<file path="src/rtl/vt2d_pkg.sv">
// ----------------------------------------------------------------------------
// vt2d_pkg
// Types, constants, rounding and saturation helpers of the 2d vertex transform.
// ----------------------------------------------------------------------------
package vt2d_pkg;

  localparam int COORD_W = 32;
  localparam int TRIG_W  = 18;
  localparam int CFG_W   = 32;
  localparam int IDX_W   = 3;
  localparam int MODE_W  = 4;
  localparam int FRAC_W  = 16;

  localparam int OPA_W   = 33;
  localparam int PRD_W   = 65;
  localparam int OPB_W   = 36;
  localparam int PRD2_W  = 68;
  localparam int SUM_W   = 70;
  localparam int RND_W   = 54;

  localparam logic signed [SUM_W-1:0] HALF_LSB = 70'sd32768;
  localparam logic signed [RND_W-1:0] SAT_HI   = 54'sd2147483647;
  localparam logic signed [RND_W-1:0] SAT_LO   = -54'sd2147483648;

  typedef enum logic [MODE_W-1:0] {
    MODE_TRANSLATE = 4'd0,
    MODE_ROTATE    = 4'd1,
    MODE_SCALE     = 4'd2,
    MODE_REFL_X    = 4'd3,
    MODE_REFL_Y    = 4'd4,
    MODE_REFL_YX   = 4'd5,
    MODE_REFL_YNX  = 4'd6,
    MODE_ORIGIN    = 4'd7,
    MODE_LINE      = 4'd8,
    MODE_SHEAR     = 4'd9
  } mode_e;

  typedef enum logic [IDX_W-1:0] {
    REG_MODE      = 3'd0,
    REG_PARAM_A   = 3'd1,
    REG_PARAM_B   = 3'd2,
    REG_PIVOT_X   = 3'd3,
    REG_PIVOT_Y   = 3'd4,
    REG_COS_VAL   = 3'd5,
    REG_SIN_VAL   = 3'd6,
    REG_INTERCEPT = 3'd7
  } reg_idx_e;

  typedef struct packed {
    mode_e                     mode;
    logic signed [COORD_W-1:0] param_a;
    logic signed [COORD_W-1:0] param_b;
    logic signed [COORD_W-1:0] pivot_x;
    logic signed [COORD_W-1:0] pivot_y;
    logic signed [TRIG_W-1:0]  cos_val;
    logic signed [TRIG_W-1:0]  sin_val;
    logic signed [COORD_W-1:0] intercept;
  } cfg_t;

  // round to nearest, ties toward plus infinity
  function automatic logic signed [RND_W-1:0] rnd16(input logic signed [SUM_W-1:0] v);
    logic signed [SUM_W-1:0] t;
    t = v + HALF_LSB;
    return $signed(t[SUM_W-1:FRAC_W]);
  endfunction

  function automatic logic signed [COORD_W-1:0] sat32(input logic signed [RND_W-1:0] v);
    logic signed [COORD_W-1:0] r;
    if (v > SAT_HI) begin
      r = SAT_HI[COORD_W-1:0];
    end else if (v < SAT_LO) begin
      r = SAT_LO[COORD_W-1:0];
    end else begin
      r = v[COORD_W-1:0];
    end
    return r;
  endfunction

endpackage

</file>
<file path="src/rtl/vt2d_regs.sv">
// ----------------------------------------------------------------------------
// vt2d_regs
// Configuration register file of the 2d vertex transform.
// ----------------------------------------------------------------------------
module vt2d_regs (
  input  logic                              clk_i,
  input  logic                              rst_ni,
  input  logic                              cfg_we_i,
  input  logic [vt2d_pkg::IDX_W-1:0]        cfg_idx_i,
  input  logic [vt2d_pkg::CFG_W-1:0]        cfg_data_i,
  output vt2d_pkg::cfg_t                    cfg_o
);

  vt2d_pkg::cfg_t   cfg_q;
  vt2d_pkg::cfg_t   cfg_d;
  vt2d_pkg::reg_idx_e idx;

  assign idx = vt2d_pkg::reg_idx_e'(cfg_idx_i);

  always_comb begin
    cfg_d = cfg_q;
    if (cfg_we_i) begin
      unique case (idx)
        vt2d_pkg::REG_MODE: begin
          cfg_d.mode = vt2d_pkg::mode_e'(cfg_data_i[vt2d_pkg::MODE_W-1:0]);
        end
        vt2d_pkg::REG_PARAM_A:   cfg_d.param_a   = $signed(cfg_data_i);
        vt2d_pkg::REG_PARAM_B:   cfg_d.param_b   = $signed(cfg_data_i);
        vt2d_pkg::REG_PIVOT_X:   cfg_d.pivot_x   = $signed(cfg_data_i);
        vt2d_pkg::REG_PIVOT_Y:   cfg_d.pivot_y   = $signed(cfg_data_i);
        vt2d_pkg::REG_COS_VAL: begin
          cfg_d.cos_val = $signed(cfg_data_i[vt2d_pkg::TRIG_W-1:0]);
        end
        vt2d_pkg::REG_SIN_VAL: begin
          cfg_d.sin_val = $signed(cfg_data_i[vt2d_pkg::TRIG_W-1:0]);
        end
        vt2d_pkg::REG_INTERCEPT: cfg_d.intercept = $signed(cfg_data_i);
        default: cfg_d = cfg_q;
      endcase
    end
  end

  always_ff @(posedge clk_i or negedge rst_ni) begin
    if (!rst_ni) begin
      cfg_q.mode      <= vt2d_pkg::MODE_TRANSLATE;
      cfg_q.param_a   <= '0;
      cfg_q.param_b   <= '0;
      cfg_q.pivot_x   <= '0;
      cfg_q.pivot_y   <= '0;
      cfg_q.cos_val   <= 18'sd65536;
      cfg_q.sin_val   <= '0;
      cfg_q.intercept <= '0;
    end else begin
      cfg_q <= cfg_d;
    end
  end

  assign cfg_o = cfg_q;

endmodule

</file>
<file path="config.mk">
export PLATFORM = sky130hd
export DESIGN_NAME = vt2d_regs
export DESIGN_NICKNAME = d
export VERILOG_FILES = /design/src/rtl/vt2d_pkg.sv /design/src/rtl/vt2d_regs.sv
export SDC_FILE = /design/constraint.sdc
export NUM_CORES = 1
export LEC_CHECK = 0
export BUFFER_PORTS_ARGS = -buffer_cell sky130_fd_sc_hd__clkbuf_2
export CORE_ASPECT_RATIO = 1.75
export CORE_MARGIN = 1.5
export CORE_UTILIZATION = 46
export DETAILED_ROUTE_END_ITERATION = 12
export PLACE_DENSITY = 0.79
export SETUP_SLACK_MARGIN = 0.02
export SLEW_MARGIN = 10
export SYNTH_ARGS = -nofsm -noshare
export SYNTH_HDL_FRONTEND = slang
export SYNTH_SLANG_ARGS = --single-unit
export TNS_END_PERCENT = 5
</file>
<file path="constraint.sdc">
create_clock -name clk_i -period 0.8 [get_ports clk_i]
set_input_delay 0.08 -clock clk_i [delete_from_list [all_inputs] [get_ports clk_i]]
set_output_delay 0.08 -clock clk_i [all_outputs]
set_load 0.03 [all_outputs]
</file>
=== Word-level counts from Yosys, hierarchy flattened ===
Cells that the tools add are included.

* Multipliers: 0
* Divide/modulo/power cells: 0
* $add $sub $neg: 0
* Shift-type cells: 0
* $lt $le $gt $ge: 0
* Bitwise gates (word level): 0
* Equality and inequality tests: 7
* Reduce and logical (&&, ||, !) cells: 9
* Multiplexer cells: 0

{| class="wikitable"
|+ Operators by type and width
! operator !! count
|-
| 2-bit AND reduction || 8
|-
| 3-bit == test, second input constant || 4
|-
| 3-bit by 2-bit == test with 1-bit output, second input constant || 2
|-
| 3-bit by 1-bit == test with 1-bit output, second input constant || 1
|-
| 3-bit logical NOT || 1
|}

* Output and inout bits: 200
* Latch bits: 0
* ROM bits: 0
* Memories kept: 0
* Logic and storage cells: 24
* Memory bits (writable): 0
* Register bits after elaboration: 200

=== Depth between registers and ports, before layout ===
* Word-level depth: 2
* Mapped depth: 5
* Gate-level depth less buffers: 2

=== Least setup slack after synthesis ===
OpenSTA, ideal clock, no wires.

* Path type: input to register
* From: input port cfg_idx_i[1] in the netlist's numbering
* To: register cfg_q (netlist bit cfg_o[69])
* Arrival: 1.112 ns
* Path buffers: 3
* Required time: 0.675 ns
* Setup slack: -0.437 ns
* Stages on the path: 5
* Cells stage by stage: buf_4 -> nor4bb_1 -> buf_4 -> buf_12 -> mux2_4

* Cells in the longest elaborated chain, start to end: 2

{| class="wikitable"
|+ Ends and longest elaborated chain
! item !! RTL line !! source
|-
| start, declared || vt2d_regs.sv:9 || <nowiki>input logic [vt2d_pkg::IDX_W-1:0] cfg_idx_i,</nowiki>
|-
| 3-bit == test || vt2d_regs.sv:23 || <nowiki>unique case (idx)</nowiki>
|-
| 2-bit AND reduction (no line) || n/a ||
|-
| end signal, assigned || vt2d_regs.sv:54 || <nowiki>cfg_q <= cfg_d;</nowiki>
|-
| end, declared || vt2d_regs.sv:14 || <nowiki>vt2d_pkg::cfg_t cfg_q;</nowiki>
|}

Every way passes these cells.
A chain may end at the register's enable or synchronous reset.

=== Worst setup path in the final report ===
* From: register cfg_q (netlist bit cfg_o[66])
* To: output port cfg_o[66] in the netlist's numbering

{| class="wikitable"
|+ RTL lines
! item !! RTL line !! source
|-
| end, declared || vt2d_regs.sv:11 || <nowiki>output vt2d_pkg::cfg_t cfg_o</nowiki>
|}

No word-level cell between the ends.

==> results.py <==
metrics = {
    "synth": {
        "yosysWarningCount": 0,
        "ys_types": 14,
        "synth_area_um2": 7860,
        "syn_nets": 470,
        "ys_ff_latch": 200,
        "synth_seq_area_share_pct": 63.7,
        "syn-mean-instance-area_um2": 18.2,
        "netlist_instances": 432,
    },
    "job": {
        "maxCapViolations": 0,
    },
    "detailed_routing": {
        "drt_iter0_markers": 176,
        "vias": 5120,
        "drc": 0,
        "wl_per_cell_um": 24.5,
        "via_per_inst": 5.19,
        "drt-total-wl_um": 24200,
        "firstDrtPassIters": 4,
        "ant_nets": 0,
    },
    "sta": {
        "fmax_ghz": 0.834,
        "finClkSkew_ps": 0,
        "slew_viol_final": 0,
        "period_minus_slack_ps": 1200,
        "hold_viol_final": 0,
        "setup_viol": 296,
        "rsz0062_at_grt": "yes",
        "timing.final.crit_share_pct": 150,
        "slew_headroom_pct": 75.6,
        "worst_slack_ps": -399,
        "worstMarginPinSlew_ps": 366,
    },
    "clocking": {
        "cts-buffers-inserted": 17,
        "clkSinkCount": 200,
        "cts_buffer_depth": 2,
        "cts.clk_slew.worst_paths_ps": 80,
        "insertion_delay_ps": 440,
        "htree_num_levels": 4,
        "cts-root-buf": "clkbuf_16",
        "cts_tree": "done",
    },
    "worst_setup_path": {
        "slowest_delay_ps": 550,
        "critPathArrivalTime_ps": 1120,
        "required_ps": 720,
        "cp-start-kind": "flop",
        "crit_type": "flop to primary output",
        "crit_path_max_fanout": 2,
        "cp.buffers_inverters": 1,
        "path_delay_family": "flip-flops",
        "endpoint_kind": "primary output",
        "crit_chain": "buf_8",
        "slowest_stage": "dfstp_2",
    },
    "power_and_ir_drop": {
        "ir_worst_vdd_mv": 1.89,
        "p_leak_nw": 5.95,
        "power.density_nw_per_um2": 3070,
    },
    "cells_and_area": {
        "final_layout_size_suffix_gt1_share_pct": 69.6,
        "final_cell_count_no_fill": 987,
        "filler_cell_count": 935,
        "area.growth.synth_to_final_pct": 60.6,
        "final_util_pct": 74.9,
        "largest_reg_flops": 200,
        "nNetsFinal": 785,
        "diodes": 0,
    },
    "placed_design": {
        "place_hpwl_um": 14000,
        "dp.cells": 908,
        "gp_routability_congestion": 0.771,
        "port_buffers": 237,
    },
    "floorplanning": {
        "die_area_um2": 17900,
        "core_um2": 16900,
        "die_w_um": 102,
        "io_pins": 238,
        "num_rows": 63,
        "start_util_pct": 46.6,
        "die-height_um": 176,
    },
    "global_routing": {
        "grt.overflow.total": 0,
        "grt_pass1_vias": 5792,
        "grt_max_degree": 36,
        "grtUsageTotal_pct": 27.4,
        "grt_pass1_wl_um": 35400,
        "antenna_found_initial": 0,
    },
    "status": {
        "status": "finished with violations",
        "violations": "negative setup slack",
    },
    "min_path": {
        "hold_class": "primary input to flop",
    },
}
[cell usage after synthesis]
cell type,instances,area [um^2]
nand4_1,1,6.26
dfrtp_1,199,4980
buf_2,9,45.0
buf_12,3,60.1
nor4bb_1,1,10.0
mux2_2,133,1500
and4bb_1,2,25.0
dfstp_2,1,26.3
buf_4,2,15.0
nor4b_4,1,23.8
nand4b_1,1,8.76
buf_6,10,113
mux2_4,67,1010
nand4b_4,2,47.6
[metrics by stage]
step           total power [mW]  hold slack (ps)  instance area (um^2)  setup slack [ps]  TNS, ps
3_3_place_gp               24.1             20.5                  9600              -490   -86270
5_1_grt                    40.0             8.13                 12600              -439   -70760
4_1_cts                    37.3            0.324                 12400              -446   -63780
6_report                   38.8             19.2                 12600              -399   -61920
3_5_place_dp               24.5             25.9                  9600              -531   -92650
2_1_floorplan              20.7             -216                  7870              -412   -60200
[area by class of cell]
cell class / count / area, um^2 / share of cell area [%]
Clock buffer: 18 / 429 / 3.40
Clock inverter: 14 / 163 / 1.29
Multi-Input combinational cell: 208 / 2700 / 21.4
Sequential cell: 200 / 5010 / 39.6
Tap cell: 227 / 284 / 2.25
Timing Repair Buffer: 320 / 4050 / 32.1
[placed cells by master (no fill, tap or decap)]
cell type,Yosys,final
and4bb_2,0,2
buf_12,3,16
buf_4,2,34
buf_6,10,4
buf_8,0,116
bufinv_16,0,2
clkbuf_1,0,1
clkbuf_16,0,18
clkbuf_2,0,32
clkbuf_8,0,88
clkinv_2,0,1
clkinv_4,0,3
clkinvlp_4,0,1
dfrtp_1,199,199
dfstp_2,1,1
dlygate4sd3_1,0,29
inv_6,0,6
inv_8,0,1
mux2_2,133,118
mux2_4,67,82
nand4_1,1,1
nand4b_1,1,1
nand4b_4,2,2
nor4b_4,1,1
nor4bb_4,0,1
[routing by layer]
| layer | vias up | GRT usage (%) | routed length [um] |
|---|---|---|---|
| met5 | - | 0 | 0 |
| met3 | 57 | 6.45 | 1020 |
| li1 | 2163 | - | - |
| met2 | 216 | 50.5 | 14100 |
| met1 | 2684 | 27.4 | 8060 |
| met4 | 0 | 15.2 | 1040 |
[where the power goes]
group / internal, mW / switching, mW
logic: 8.12 / 7.30
registers: 12.4 / 2.20
clock network: 4.70 / 4.11
total: 25.2 / 13.6
[what timing repair did]
item | CTS | global route
buffers inserted | 10 | 8
pin swaps | 4 | 2
hold buffers | 29 | 0
setup endpoints to repair | 344 | 389
hold endpoints to repair | 370 | 0
gates resized for setup | 410 | 132
[worst paths after layout]
path	start	endpoint	slack, ps	cells past startpoint
min reg2reg	cfg_o[150]$_DFFE_PN0P_	cfg_o[150]$_DFFE_PN0P_	540	1
max reg2reg	cfg_o[114]$_DFFE_PN0P_	cfg_o[114]$_DFFE_PN0P_	-270	3
min	cfg_data_i[16]	cfg_o[148]$_DFFE_PN0P_	20	2
max	cfg_o[66]$_DFFE_PN1P_	cfg_o[66]	-400	1
min in group asynchronous	rst_ni	cfg_o[99]$_DFFE_PN0P_	120	2
max in group asynchronous	rst_ni	cfg_o[120]$_DFFE_PN0P_	170	3
[logic make-up (layout without fill, tap and decap cells)]
group | after synthesis | count (layout) | share of synthesized area [%]
flip-flops | 200 | 200 | 63.7
buffers and inverters | 24 | 352 | 2.96
multiplexers | 200 | 200 | 31.8
AND/OR/NAND/NOR | 8 | 8 | 1.54
Note: power is estimated with default switching activity, not from simulation.
